## src/rtl/rlwq_pkg.sv

```systemverilog
// Shared types and constants of the recursive lock with wait queue.
package rlwq_pkg;

  localparam int THREAD_COUNT = 16;
  localparam int ID_W         = 4;
  localparam int PTR_W        = $clog2(THREAD_COUNT);
  localparam int FILL_W       = $clog2(THREAD_COUNT + 1);
  localparam int NEST_W       = 8;
  localparam int NEST_MAX     = 255;
  localparam int STATUS_W     = 3;
  localparam int IN_TDATA_W   = 8;
  localparam int OUT_TDATA_W  = STATUS_W + 1 + ID_W + NEST_W;

  typedef enum logic [0:0] {
    CMD_ACQUIRE = 1'b0,
    CMD_RELEASE = 1'b1
  } cmd_e;

  typedef enum logic [STATUS_W-1:0] {
    STAT_GRANTED    = 3'd0,
    STAT_BLOCKED    = 3'd1,
    STAT_NESTED     = 3'd2,
    STAT_FREED      = 3'd3,
    STAT_NOT_HOLDER = 3'd4,
    STAT_WAITING    = 3'd5,
    STAT_OVERFLOW   = 3'd6
  } status_e;

endpackage

```

## src/rtl/rlwq_ram.sv

```systemverilog
// Generic single-port-write, single-port-read RAM with registered read data.
module rlwq_ram #(
  parameter int WIDTH = 8,
  parameter int DEPTH = 16
) (
  input  logic                     clk_i,
  input  logic                     we_i,
  input  logic [$clog2(DEPTH)-1:0] waddr_i,
  input  logic [WIDTH-1:0]         wdata_i,
  input  logic [$clog2(DEPTH)-1:0] raddr_i,
  output logic [WIDTH-1:0]         rdata_o
);

  logic [WIDTH-1:0] mem_q [DEPTH];

  always_ff @(posedge clk_i) begin
    if (we_i) begin
      mem_q[waddr_i] <= wdata_i;
    end
    rdata_o <= mem_q[raddr_i];
  end

endmodule

```

## src/rtl/recursive_lock_with_wait_queue.sv

```systemverilog
// Recursive lock with a FIFO wait queue; the queue lives in a small RAM.
// An accepted item is registered and executed in S_EXEC once the output slot is free,
// with the queue head read from RAM; no new item is taken before it is executed.
// The input side accepts a new item while a finished result still waits.
// Reset (rst_ni low, async): lock free, no holder, queue empty, no thread waiting.
// Queue RAM contents are not cleared; entries are read only after being written.
module recursive_lock_with_wait_queue (
  input  logic                               clk_i,
  input  logic                               rst_ni,
  input  logic                               s_axis_tvalid,
  output logic                               s_axis_tready,
  input  logic [rlwq_pkg::IN_TDATA_W-1:0]    s_axis_tdata,  // [3:0] thread_id
  input  logic                               s_axis_tuser,  // [0] command
  output logic                               m_axis_tvalid,
  input  logic                               m_axis_tready,
  // [2:0] status, [3] woke_valid, [7:4] woke_thread, [15:8] nest_count
  output logic [rlwq_pkg::OUT_TDATA_W-1:0]   m_axis_tdata
);

  localparam logic S_IDLE = 1'b0;
  localparam logic S_EXEC = 1'b1;

  localparam int PW = rlwq_pkg::PTR_W;
  localparam int FW = rlwq_pkg::FILL_W;
  localparam int NW = rlwq_pkg::NEST_W;
  localparam int IW = rlwq_pkg::ID_W;

  logic state_q, state_d;

  logic                cmd_q;
  logic [IW-1:0]       id_q;

  logic                holder_valid_q, holder_valid_d;
  logic [IW-1:0]       holder_id_q, holder_id_d;
  logic [NW-1:0]       nest_q, nest_d;
  logic [PW-1:0]       head_q, head_d;
  logic [PW-1:0]       tail_q, tail_d;
  logic [FW-1:0]       fill_q, fill_d;
  logic [rlwq_pkg::THREAD_COUNT-1:0] wmap_q, wmap_d;

  logic                out_valid_q, out_valid_d;
  logic [rlwq_pkg::OUT_TDATA_W-1:0] out_data_q, out_data_d;

  logic                ram_we;
  logic [IW-1:0]       ram_rdata;

  logic                slot_free;
  logic                do_exec;
  logic                is_holder;
  rlwq_pkg::status_e   status;
  logic                woke_valid;
  logic [IW-1:0]       woke_id;

  function automatic logic [PW-1:0] ptr_next(input logic [PW-1:0] p);
    return (p == PW'(rlwq_pkg::THREAD_COUNT - 1)) ? '0 : p + 1'b1;
  endfunction

  assign s_axis_tready = (state_q == S_IDLE);
  assign m_axis_tvalid = out_valid_q;
  assign m_axis_tdata  = out_data_q;

  assign slot_free = !out_valid_q || m_axis_tready;
  assign do_exec   = (state_q == S_EXEC) && slot_free;
  assign is_holder = holder_valid_q && (holder_id_q == id_q);

  // Head entry is read every cycle; the read issued while idle is ready in S_EXEC.
  rlwq_ram #(
    .WIDTH(IW),
    .DEPTH(rlwq_pkg::THREAD_COUNT)
  ) u_ring (
    .clk_i   (clk_i),
    .we_i    (ram_we),
    .waddr_i (tail_q),
    .wdata_i (id_q),
    .raddr_i (head_q),
    .rdata_o (ram_rdata)
  );

  always_comb begin
    holder_valid_d = holder_valid_q;
    holder_id_d    = holder_id_q;
    nest_d         = nest_q;
    head_d         = head_q;
    tail_d         = tail_q;
    fill_d         = fill_q;
    wmap_d         = wmap_q;
    ram_we         = 1'b0;
    status         = rlwq_pkg::STAT_GRANTED;
    woke_valid     = 1'b0;
    woke_id        = '0;

    if (cmd_q == rlwq_pkg::CMD_ACQUIRE) begin
      if (is_holder) begin
        if (nest_q >= NW'(rlwq_pkg::NEST_MAX)) begin
          status = rlwq_pkg::STAT_OVERFLOW;
        end else begin
          nest_d = nest_q + 1'b1;
        end
      end else if (!holder_valid_q) begin
        holder_valid_d = 1'b1;
        holder_id_d    = id_q;
        nest_d         = NW'(1);
      end else if (wmap_q[id_q] || (fill_q == FW'(rlwq_pkg::THREAD_COUNT))) begin
        status = rlwq_pkg::STAT_WAITING;
      end else begin
        status       = rlwq_pkg::STAT_BLOCKED;
        ram_we       = do_exec;
        tail_d       = ptr_next(tail_q);
        fill_d       = fill_q + 1'b1;
        wmap_d[id_q] = 1'b1;
      end
    end else begin
      if (!is_holder) begin
        status = rlwq_pkg::STAT_NOT_HOLDER;
      end else if (nest_q > NW'(1)) begin
        status = rlwq_pkg::STAT_NESTED;
        nest_d = nest_q - 1'b1;
      end else begin
        status         = rlwq_pkg::STAT_FREED;
        holder_valid_d = 1'b0;
        holder_id_d    = '0;
        nest_d         = '0;
        if (fill_q != '0) begin
          woke_valid        = 1'b1;
          woke_id           = ram_rdata;
          head_d            = ptr_next(head_q);
          fill_d            = fill_q - 1'b1;
          wmap_d[ram_rdata] = 1'b0;
        end
      end
    end
  end

  always_comb begin
    state_d     = state_q;
    out_valid_d = out_valid_q && !m_axis_tready;
    out_data_d  = out_data_q;
    unique case (state_q)
      S_IDLE: begin
        if (s_axis_tvalid) begin
          state_d = S_EXEC;
        end
      end
      S_EXEC: begin
        if (slot_free) begin
          state_d     = S_IDLE;
          out_valid_d = 1'b1;
          out_data_d  = {nest_d, woke_id, woke_valid, status};
        end
      end
      default: state_d = S_IDLE;
    endcase
  end

  always_ff @(posedge clk_i or negedge rst_ni) begin
    if (!rst_ni) begin
      state_q        <= S_IDLE;
      out_valid_q    <= 1'b0;
      holder_valid_q <= 1'b0;
      holder_id_q    <= '0;
      nest_q         <= '0;
      head_q         <= '0;
      tail_q         <= '0;
      fill_q         <= '0;
      wmap_q         <= '0;
    end else begin
      state_q     <= state_d;
      out_valid_q <= out_valid_d;
      if (do_exec) begin
        holder_valid_q <= holder_valid_d;
        holder_id_q    <= holder_id_d;
        nest_q         <= nest_d;
        head_q         <= head_d;
        tail_q         <= tail_d;
        fill_q         <= fill_d;
        wmap_q         <= wmap_d;
      end
    end
  end

  always_ff @(posedge clk_i) begin
    if (s_axis_tvalid && s_axis_tready) begin
      cmd_q <= s_axis_tuser;
      id_q  <= s_axis_tdata[IW-1:0];
    end
    out_data_q <= out_data_d;
  end

endmodule

```

## config.mk

```make
export PLATFORM = sky130hd
export DESIGN_NAME = recursive_lock_with_wait_queue
export DESIGN_NICKNAME = d
export VERILOG_FILES = /design/src/rtl/rlwq_pkg.sv /design/src/rtl/rlwq_ram.sv /design/src/rtl/recursive_lock_with_wait_queue.sv
export SDC_FILE = /design/constraint.sdc
export NUM_CORES = 1
export LEC_CHECK = 0
export BUFFER_PORTS_ARGS = -buffer_cell sky130_fd_sc_hd__buf_2
export CAP_MARGIN = 20
export CORE_MARGIN = 3
export CORE_UTILIZATION = 35
export DETAILED_ROUTE_END_ITERATION = 16
export HOLD_SLACK_MARGIN = 0.1
export PLACE_DENSITY = 0.61
export SETUP_SLACK_MARGIN = 0.02
export SLEW_MARGIN = 0
export SYNTH_ARGS = -nofsm -noshare
export SYNTH_HDL_FRONTEND = slang
export SYNTH_SLANG_ARGS = --single-unit
```

## constraint.sdc

```tcl
create_clock -name clk_i -period 8.5 [get_ports clk_i]
set_input_delay 1.275 -clock clk_i [delete_from_list [all_inputs] [get_ports clk_i]]
set_output_delay 1.275 -clock clk_i [all_outputs]
set_load 0.05 [all_outputs]
```

# Yosys cells after proc, flatten, opt, wreduce, memory -nomap -nowiden
# Memories as Yosys holds them, arrays and structs flattened. A register that Yosys moved wholly into a read port is not among the register bits.
# Index checks and enable logic that the tools add are counted.
# word_totals
regBits,65
ramBits,64
inputBits,13
out_inout_bits,18
wordCells,122
memories,1
# classes
add_sub_neg,6
order_cmp,6
eq_ne,10
mux,56
bitwise,9
n_reduce_logical,20
# mem_list
memory,depth,word_bits,read_ports,rd_ports_with_merged_regs,wr,line,source
u_ring.mem_q,16,4,1,1,1,rlwq_ram.sv:14,logic [WIDTH-1:0] mem_q [DEPTH];
# op_table
op,n
two-way mux 16 bit,7
two-way mux 8 bit,6
two-way mux 5 bit,7
two-way mux 4 bit,7
two-way mux 1 bit,19
two-way mux 3 bit,6
bitwise AND 16 bit,1
NOT 16 bit,1
OR 16 bit,1
AND reduction 5 bit,3
"less-than comparator 4 x 5 -> 1 bit, second input constant",2
"adder 4 x 1 -> 4 bit, second input constant",2
"adder 8 x 1 -> 8 bit, second input constant",1
demux 1 bit (select 4 bit),2
"equality test 4 bit, second input constant",2
">= comparator 4 x 1 -> 1 bit, second input constant",2
">= comparator 8 bit, second input constant",1
"> comparator 8 x 1 -> 1 bit, second input constant",1
"inequality test 2 bit, second input constant",4
"subtractor 8 x 1 -> 8 bit, second input constant",1
AND reduction 7 bit,1
logical AND 1 bit,6
NOT 1 bit,6
"adder 5 x 1 -> 5 bit, second input constant",1
14 further kinds,17

# Depth between registers and ports, before layout
# Gate-level depths: netlist of the first run.
# logic_depth
depth_word,10
ltp_mapped,12

# Modules after synthesis
# From an unflattened synthesis of the first run, not the netlist that was laid out.
# hier_totals
cells_unflattened,502
area_unflattened_um2,6409.9
# by_module_without_submodules
mod,instances,cells_each,area_each_um2,seq_area_each_um2
recursive_lock_with_wait_queue,1,372,3743.6,1731.7
rlwq_ram,1,130,2666.3,2001.9

# Worst setup path before layout of the first run
# OpenSTA, ideal clock, no wires.
# synth_path
kind,input port to flip-flop
start,input m_axis_tready
end,register wmap_q[10] in the netlist's numbering
setup_ps,138
arrival_time_ps,2923
required_ps,8362
path_slack_ps,5439
path_stages,7
cell_sequence,nand2b_1 -> nand2_1 -> clkinv_1 -> and3_1 -> and3_1 -> nand3b_1 -> o21ai_0
# synth_between
elab_chain_len,3
# synth_lines
item,line,source
start: declaration,recursive_lock_with_wait_queue.sv:15,"input logic m_axis_tready,"
logical OR 1 bit,recursive_lock_with_wait_queue.sv:62,assign slot_free = !out_valid_q || m_axis_tready;
logical AND 1 bit,recursive_lock_with_wait_queue.sv:63,assign do_exec = (state_q == S_EXEC) && slot_free;
named net do_exec,recursive_lock_with_wait_queue.sv:48,logic do_exec;
AND reduction 7 bit (no source line),--,
end signal: assignment,recursive_lock_with_wait_queue.sv:176,wmap_q <= wmap_d;
end: declaration,recursive_lock_with_wait_queue.sv:39,"logic [rlwq_pkg::THREAD_COUNT-1:0] wmap_q, wmap_d;"
# The timed path passes the listed nets, and every way through them passes these cells.
# A chain may end at the register's enable or synchronous reset.

# Worst setup path after layout of the first run
# layout_path
start,input m_axis_tready
end,register wmap_q[1] in the netlist's numbering
# Same word-level chain as after synthesis.

==> qor.csv, run 1 <==
metric,value,unit
CTS Buf Count,17,
Synth Cell Area,6310,sq um
Hold Slack,0.510,ns
GP Congestion,0.900,
synth unique cells,64,
Worst Skew,0.0102,ns
Setup-failing EPs final,0,
status,"finished, final reports clean",
Cell Rows,48,
drt initial violations,379,
Final Hold Vio Count,0,
post-cts gate resize count,0,
Sink Count,133,
first-pass GRT wire length,22.6,mm
Final nets,568,
Hold Crit Class,register to register,
Die Wd,140,um
die area,19700,sq um
syn_nets,542,
Startpoint Class,primary input,
number of flops mapped to enable cells by yosys,85,
die boundary height,140,um
Worst Path Arrival,4.06,ns
largest cells by area after synthesis,"edfxtp_1 40%, dfrtp_1 17%, mux4_2 3.6%",
CP required,8.80,ns
cell accounting for the most synthesized area,edfxtp_1,
fmax,266,MHz
pin count of the biggest net entering global routing,45,
drc violations,0,
layout cell share with drive strength beyond 1,16.6,%
asr flop ratio synth,33.1,%
Synth top area share,40.5,%
Detail Route Antenna Nets,0,
hold_buf cts,0,
Clock Root Buffer,clkbuf_16,
DP Wirelength,9.45,mm
drt pass-1 iters,5,
Boundary Pins,31,
PortBufs,26,
DR vias/cell,5.59,
number of global-route vias before repair,4244,
RSZ-0062 raised after global routing,no,
average cell area after synthesis,12.3,sq um
clock buffer depth,2,
Final period util,44.3,%
Initial Utilization,36.1,%
total negative slack,0,ns
core area,17500,sq um
endpoint class of the critical path,register,
total grt overflow,0,
Total GRT Usage,14.6,%
clock slew at reported path FFs,0.06,ns
fin. max-slew vios,0,
initial antenna violation count,0,
routed wire length,14.1,mm
crit-path max FO,25,
# Post-CTS Setup Buffers,0,
total leakage power,2.73,nW
# diodes,0,
power density over cell area,334,nW/um^2
register area share after synthesis,59.2,%
max-cap viol count,0,
worst skew pair latency,0.43,ns
slew margin rel.,29.6,%
Tot Pwr,0.00243,W
Synth Instances,515,
Fillers,1613,
post-synthesis register bit count,133,
worst-margin pin slew,1.05,ns
routed vias,4354,
TritonCTS clock tree,yes,
H-tree Lvls,4,
Synth warnings,0,
Peak VDD IR,163,uV
detailed-route wire length per cell,18.1,um
Final min period,3.77,ns
Setup CP Type,primary input to register,
"Top FF cell, synth",edfxtp_1,
area added between synthesis and finish,15.3,%
[cells in the mapped netlist (6+ instances only)]
cell type  number
dfrtp_1        44
a21oi_1        22
mux2_2         12
nor2_1         31
o41ai_1         6
edfxtp_1       85
nand2_1        33
o21ai_0        44
nand4_1         7
nand3_1         9
o22ai_1         7
and2_1         12
mux2i_1        19
mux4_2         10
ha_1           13
a31oi_1         8
and3_1         14
xnor2_1        10
clkbuf_1       20
nor3_1          8
inv_1          19
[power by group]
group          internal, W  switching [W]  total, W
combinational     0.000262       0.000487  0.000749
sequential        0.000848       0.000119  0.000966
clock             0.000444       0.000273  0.000716
total              0.00155       0.000878   0.00243
[sequential cells by signal, summed over array words and instances (netlist names)]
| register | cells |
|---|---|
| u_ring.mem_q | 64 |
| m_axis_tdata | 16 |
| wmap_q | 16 |
| nest_q | 8 |
| fill_q | 5 |
| head_q | 4 |
| holder_id_q | 4 |
| id_q | 4 |
| tail_q | 4 |
| u_ring.rdata_o | 4 |
| cmd_q | 1 |
| holder_valid_q | 1 |
| m_axis_tvalid | 1 |
| state_q | 1 |
[cells in the final DEF (no fill, tap or decap), drive strengths merged, types with 19 or more instances in the layout]
master  count
a21oi      22
buf        33
clkbuf     24
dfrtp      44
edfxtp     85
inv        22
mux2i      19
nand2      33
nor2       32
o21ai      44
[path summary, 6_finish.rpt]
check | start | end | slack (ns) | cells past startpoint
max in group asynchronous | rst_ni | tail_q[2] | 7.30 | 2
max | m_axis_tready | wmap_q[1] | 4.73 | 8
min | wmap_q[12] | wmap_q[12] | 0.51 | 1
min in group asynchronous | rst_ni | nest_q[2] | 0.72 | 1
min reg2reg | wmap_q[12] | wmap_q[12] | 0.51 | 1
max reg2reg | id_q[0] | wmap_q[3] | 4.95 | 11
[kinds of logic (layout without fill, tap and decap cells)]
group,count (synthesis),count (layout),synth area share (%)
flops,133,133,59.2
fa+ha+maj,14,14,2.90
buf+inv,46,85,2.82
mux,41,41,8.72
compound gates,125,125,12.7
simple gates,144,144,12.1
xor+xnor,12,12,1.67
[layer usage]
layer / track usage (%) / part of all wire, %
met2: 22.7 / 47
met3: 3.65 / 5.5
met5: 0 / 0
met4: 6.32 / 1.9
met1: 19.5 / 45
[worst max-delay path, cell delays in order]
cell and delay (ns):
buf_2 0.09, nand2b_1 0.19, nand2_1 0.56, clkinv_1 0.89, and3_1 0.51, and3_1 0.23, nand3b_1 0.20, o21ai_0 0.11
[area by class of cell]
class | instances | area, sq um | share of cell area (%)
clock buffers | 24 | 537 | 7.37
clock inverters | 8 | 57.6 | 0.791
inverters | 20 | 75.1 | 1.03
multi-input cells | 336 | 2400 | 33.0
flip-flops and latches | 133 | 3730 | 51.3
well taps | 225 | 282 | 3.87
repair buffers | 33 | 195 | 2.68
[through the flow]
stage	setup slack [ns]	util [%]	std cells	cell area, sq um
2_1_floorplan	5.44	-	515	6310
3_3_place_gp	4.38	38.1	746	6660
3_5_place_dp	4.32	38.1	746	6660
4_1_cts	4.77	41.5	778	7260
5_1_grt	4.52	41.6	779	7280
6_report	4.73	41.6	779	7280
(Power assumes the default switching activity.)
==> run 2: changes to the inputs <==
Settings changed: PLACE_DENSITY 0.61 to 0.63.
Clock period 8.5 ns to 3.3 ns, I/O delays scaled along.
==> run 2 against run 1 <==
Compared with the run above:
- final cell count is 1.9% higher
- clock power grew 140%
- critical path depth is 2 higher
- worst hold slack got worse by 0.26 ns
- sequential share of layout area fell by 0.32 points
- flip-flop and latch count unchanged
- first-iteration DRC count rose by 2.1%
- total power rose to 2.5 times the previous value
- die area did not move
- largest power group unchanged
- highest routed layer unchanged
==> qor.csv, run 2 (synthesis gave the netlist of run 1 again) <==
metric,value,unit,change
status,"finished, final reports clean",,unchanged
detailed-route wire length per cell,17.8,um,was 18.1 um
crit-path max FO,7,,was 25
max-cap viol count,0,,unchanged
total grt overflow,0,,unchanged
Worst Skew,0.0136,ns,was 0.0102 ns
first-pass GRT wire length,23.6,mm,was 22.6 mm
Sw Ratio,36.3,%,was 36.1%
Final nets,583,,was 568
register share of total power,40.2,%,was 39.7%
fmax,333,MHz,
die area,19700,sq um,unchanged
setup slack after layout,0.296,ns,was 4.73 ns
# diodes,0,,unchanged
combinational power share,32.4,%,was 30.8%
worst flop-to-flop path startpoint,id_q[0],,unchanged
Boundary Pins,31,,unchanged
Setup-failing EPs final,0,,unchanged
portion of total power attributed to the clock network,27.4,%,was 29.5%
dpl ws,0.349,ns,was 4.32 ns
H-tree Lvls,4,,unchanged
clock slew at reported path FFs,0.06,ns,about the same
area added between synthesis and finish,16.1,%,was 15.3%
drt pass-1 iters,5,,unchanged
power density over cell area,840,nW/um^2,was 334 nW/um^2
RSZ-0062 raised after global routing,no,,unchanged
slew margin rel.,47.9,%,was 29.6%
DR vias/cell,5.54,,was 5.59
area of the multi-input gates,2400,sq um,unchanged
Worst Path Arrival,3.30,ns,was 4.06 ns
Sink Count,133,,unchanged
Total GRT Usage,15.2,%,was 14.6%
Cell Rows,48,,unchanged
drt initial violations,387,,was 379
clock buffer depth,2,,unchanged
Peak VDD IR,403,uV,was 163 uV
CP required,3.59,ns,was 8.80 ns
PortBufs,26,,unchanged
total leakage power,2.77,nW,was 2.73 nW
Setup CP Type,register to register,,was primary input to register
Hold Crit Class,primary input to register,,was register to register
layout cell share with drive strength beyond 1,18.3,%,was 16.6%
worst skew pair latency,0.42,ns,was 0.43 ns
"leading cell types in the layout, fill and taps excluded","85 x edfxtp_1, 44 x o21ai_0, 44 x dfrtp_1",,unchanged
Seq. cell area,3730,sq um,unchanged
"most common cell after layout, fill and taps aside",edfxtp_1,,unchanged
"Most flops, register",u_ring.mem_q,,unchanged
fin. max-slew vios,0,,unchanged
worst-margin pin slew,0.774,ns,was 1.05 ns
CP Launch Point,id_q[0],,was m_axis_tready
routed wire length,14.1,mm,about the same
Final Hold Vio Count,0,,unchanged
Final period util,91.0,%,
Final min period,3.00,ns,
endpoint class of the critical path,register,,unchanged
Fillers,1592,,was 1613
Clock Root Buffer,clkbuf_16,,unchanged
total negative slack,0,ns,unchanged
sw power,0.00223,W,was 0.000878 W
DP Wirelength,9.83,mm,was 9.45 mm
pin count of the biggest net entering global routing,45,,unchanged
internal power,0.00392,W,was 0.00155 W
initial antenna violation count,0,,unchanged
Startpoint Class,register,,was primary input
max reg flops,64,,unchanged
number of global-route vias before repair,4505,,was 4244
CTS Buf Count,17,,unchanged
routed vias,4402,,was 4354
TritonCTS clock tree,yes,,unchanged
die boundary height,140,um,unchanged
drc violations,0,,unchanged
Initial Utilization,36.1,%,unchanged
Die Wd,140,um,unchanged
GP Congestion,0.903,,was 0.900
Hold Startpoint,s_axis_tdata[1],,was wmap_q[12]
core area,17500,sq um,unchanged
Detail Route Antenna Nets,0,,unchanged
[run 2: changes by cell type in the layout (fill, tap and decap cells not counted), sizes merged]
cell,delta
bufinv,+1
dlygate4sd3,+1
buf,+14
clkbuf,-5
inv,-3
clkinvlp,+1
clkinv,+6
[run 2: metrics by stage]
step / hold slack, ns / instance area (sq um) / total power, W / cells / utilization [%]
finish: 0.247 / 7320 / 0.00615 / 794 / 41.9
global route: 0.230 / 7320 / 0.00650 / 794 / 41.9
CTS: 0.230 / 7290 / 0.00618 / 792 / 41.7
detailed placement: 0.479 / 6770 / 0.00449 / 760 / 38.7
global placement: 0.470 / 6770 / 0.00441 / 760 / 38.7
floorplan: 0.199 / 6310 / 0.00392 / 515 / -
[run 2: worst paths after layout]
path	to	slack [ns]	depth (start not counted)
max	wmap_q[15]	0.30	10
min	id_q[1]	0.25	1
max reg2reg	wmap_q[15]	0.30	10
min reg2reg	wmap_q[12]	0.49	1
max in group asynchronous	fill_q[3]	2.34	3
min in group asynchronous	nest_q[2]	0.48	2
[run 2: power by group through the flow]
| stage | Clock (W) | Sequential (W) | Combinational [W] |
|---|---|---|---|
| after global placement | 0 | 0.00247 | 0.00194 |
| after detailed placement | 0 | 0.00250 | 0.00199 |
| after floorplan | 0 | 0.00268 | 0.00124 |
| after global routing | 0.00179 | 0.00252 | 0.00218 |
| after CTS | 0.00172 | 0.00247 | 0.00200 |
| final | 0.00169 | 0.00247 | 0.00199 |
[run 2: area by class of cell]
class	instances	area share (%)
tap	225	3.84
inverter	20	1.03
timing repair buffer	48	4.24
clock buffer	19	5.91
multi-input combinational	336	32.8
clock inverter	13	1.25
sequential	133	51.0
[run 2: critical path: stages (launching register included)]
cell	delay, ns
edfxtp_1	0.52
xnor2_1	0.19
and4_1	0.20
nand2_1	0.20
inv_1	0.18
ha_1	0.35
nand3_1	0.13
a31o_2	0.32
or3_1	0.45
o21ai_0	0.20
o21ai_0	0.13
[run 2: per-layer routing]
metal / up-vias / global-route usage [%] / wire length [um]
li1: 2044 / - / -
met1: 2208 / 20.0 / 6220
met2: 126 / 23.5 / 6890
met3: 24 / 3.69 / 726
met4: 0 / 7.39 / 311
met5: - / 0 / 0
[run 2: what timing repair did]
action,CTS,global route
buffers inserted,0,0
hold buffers,0,1
endpoints found under the setup margin,0,0
gates resized for setup,0,0
endpoints found under the hold margin,0,9
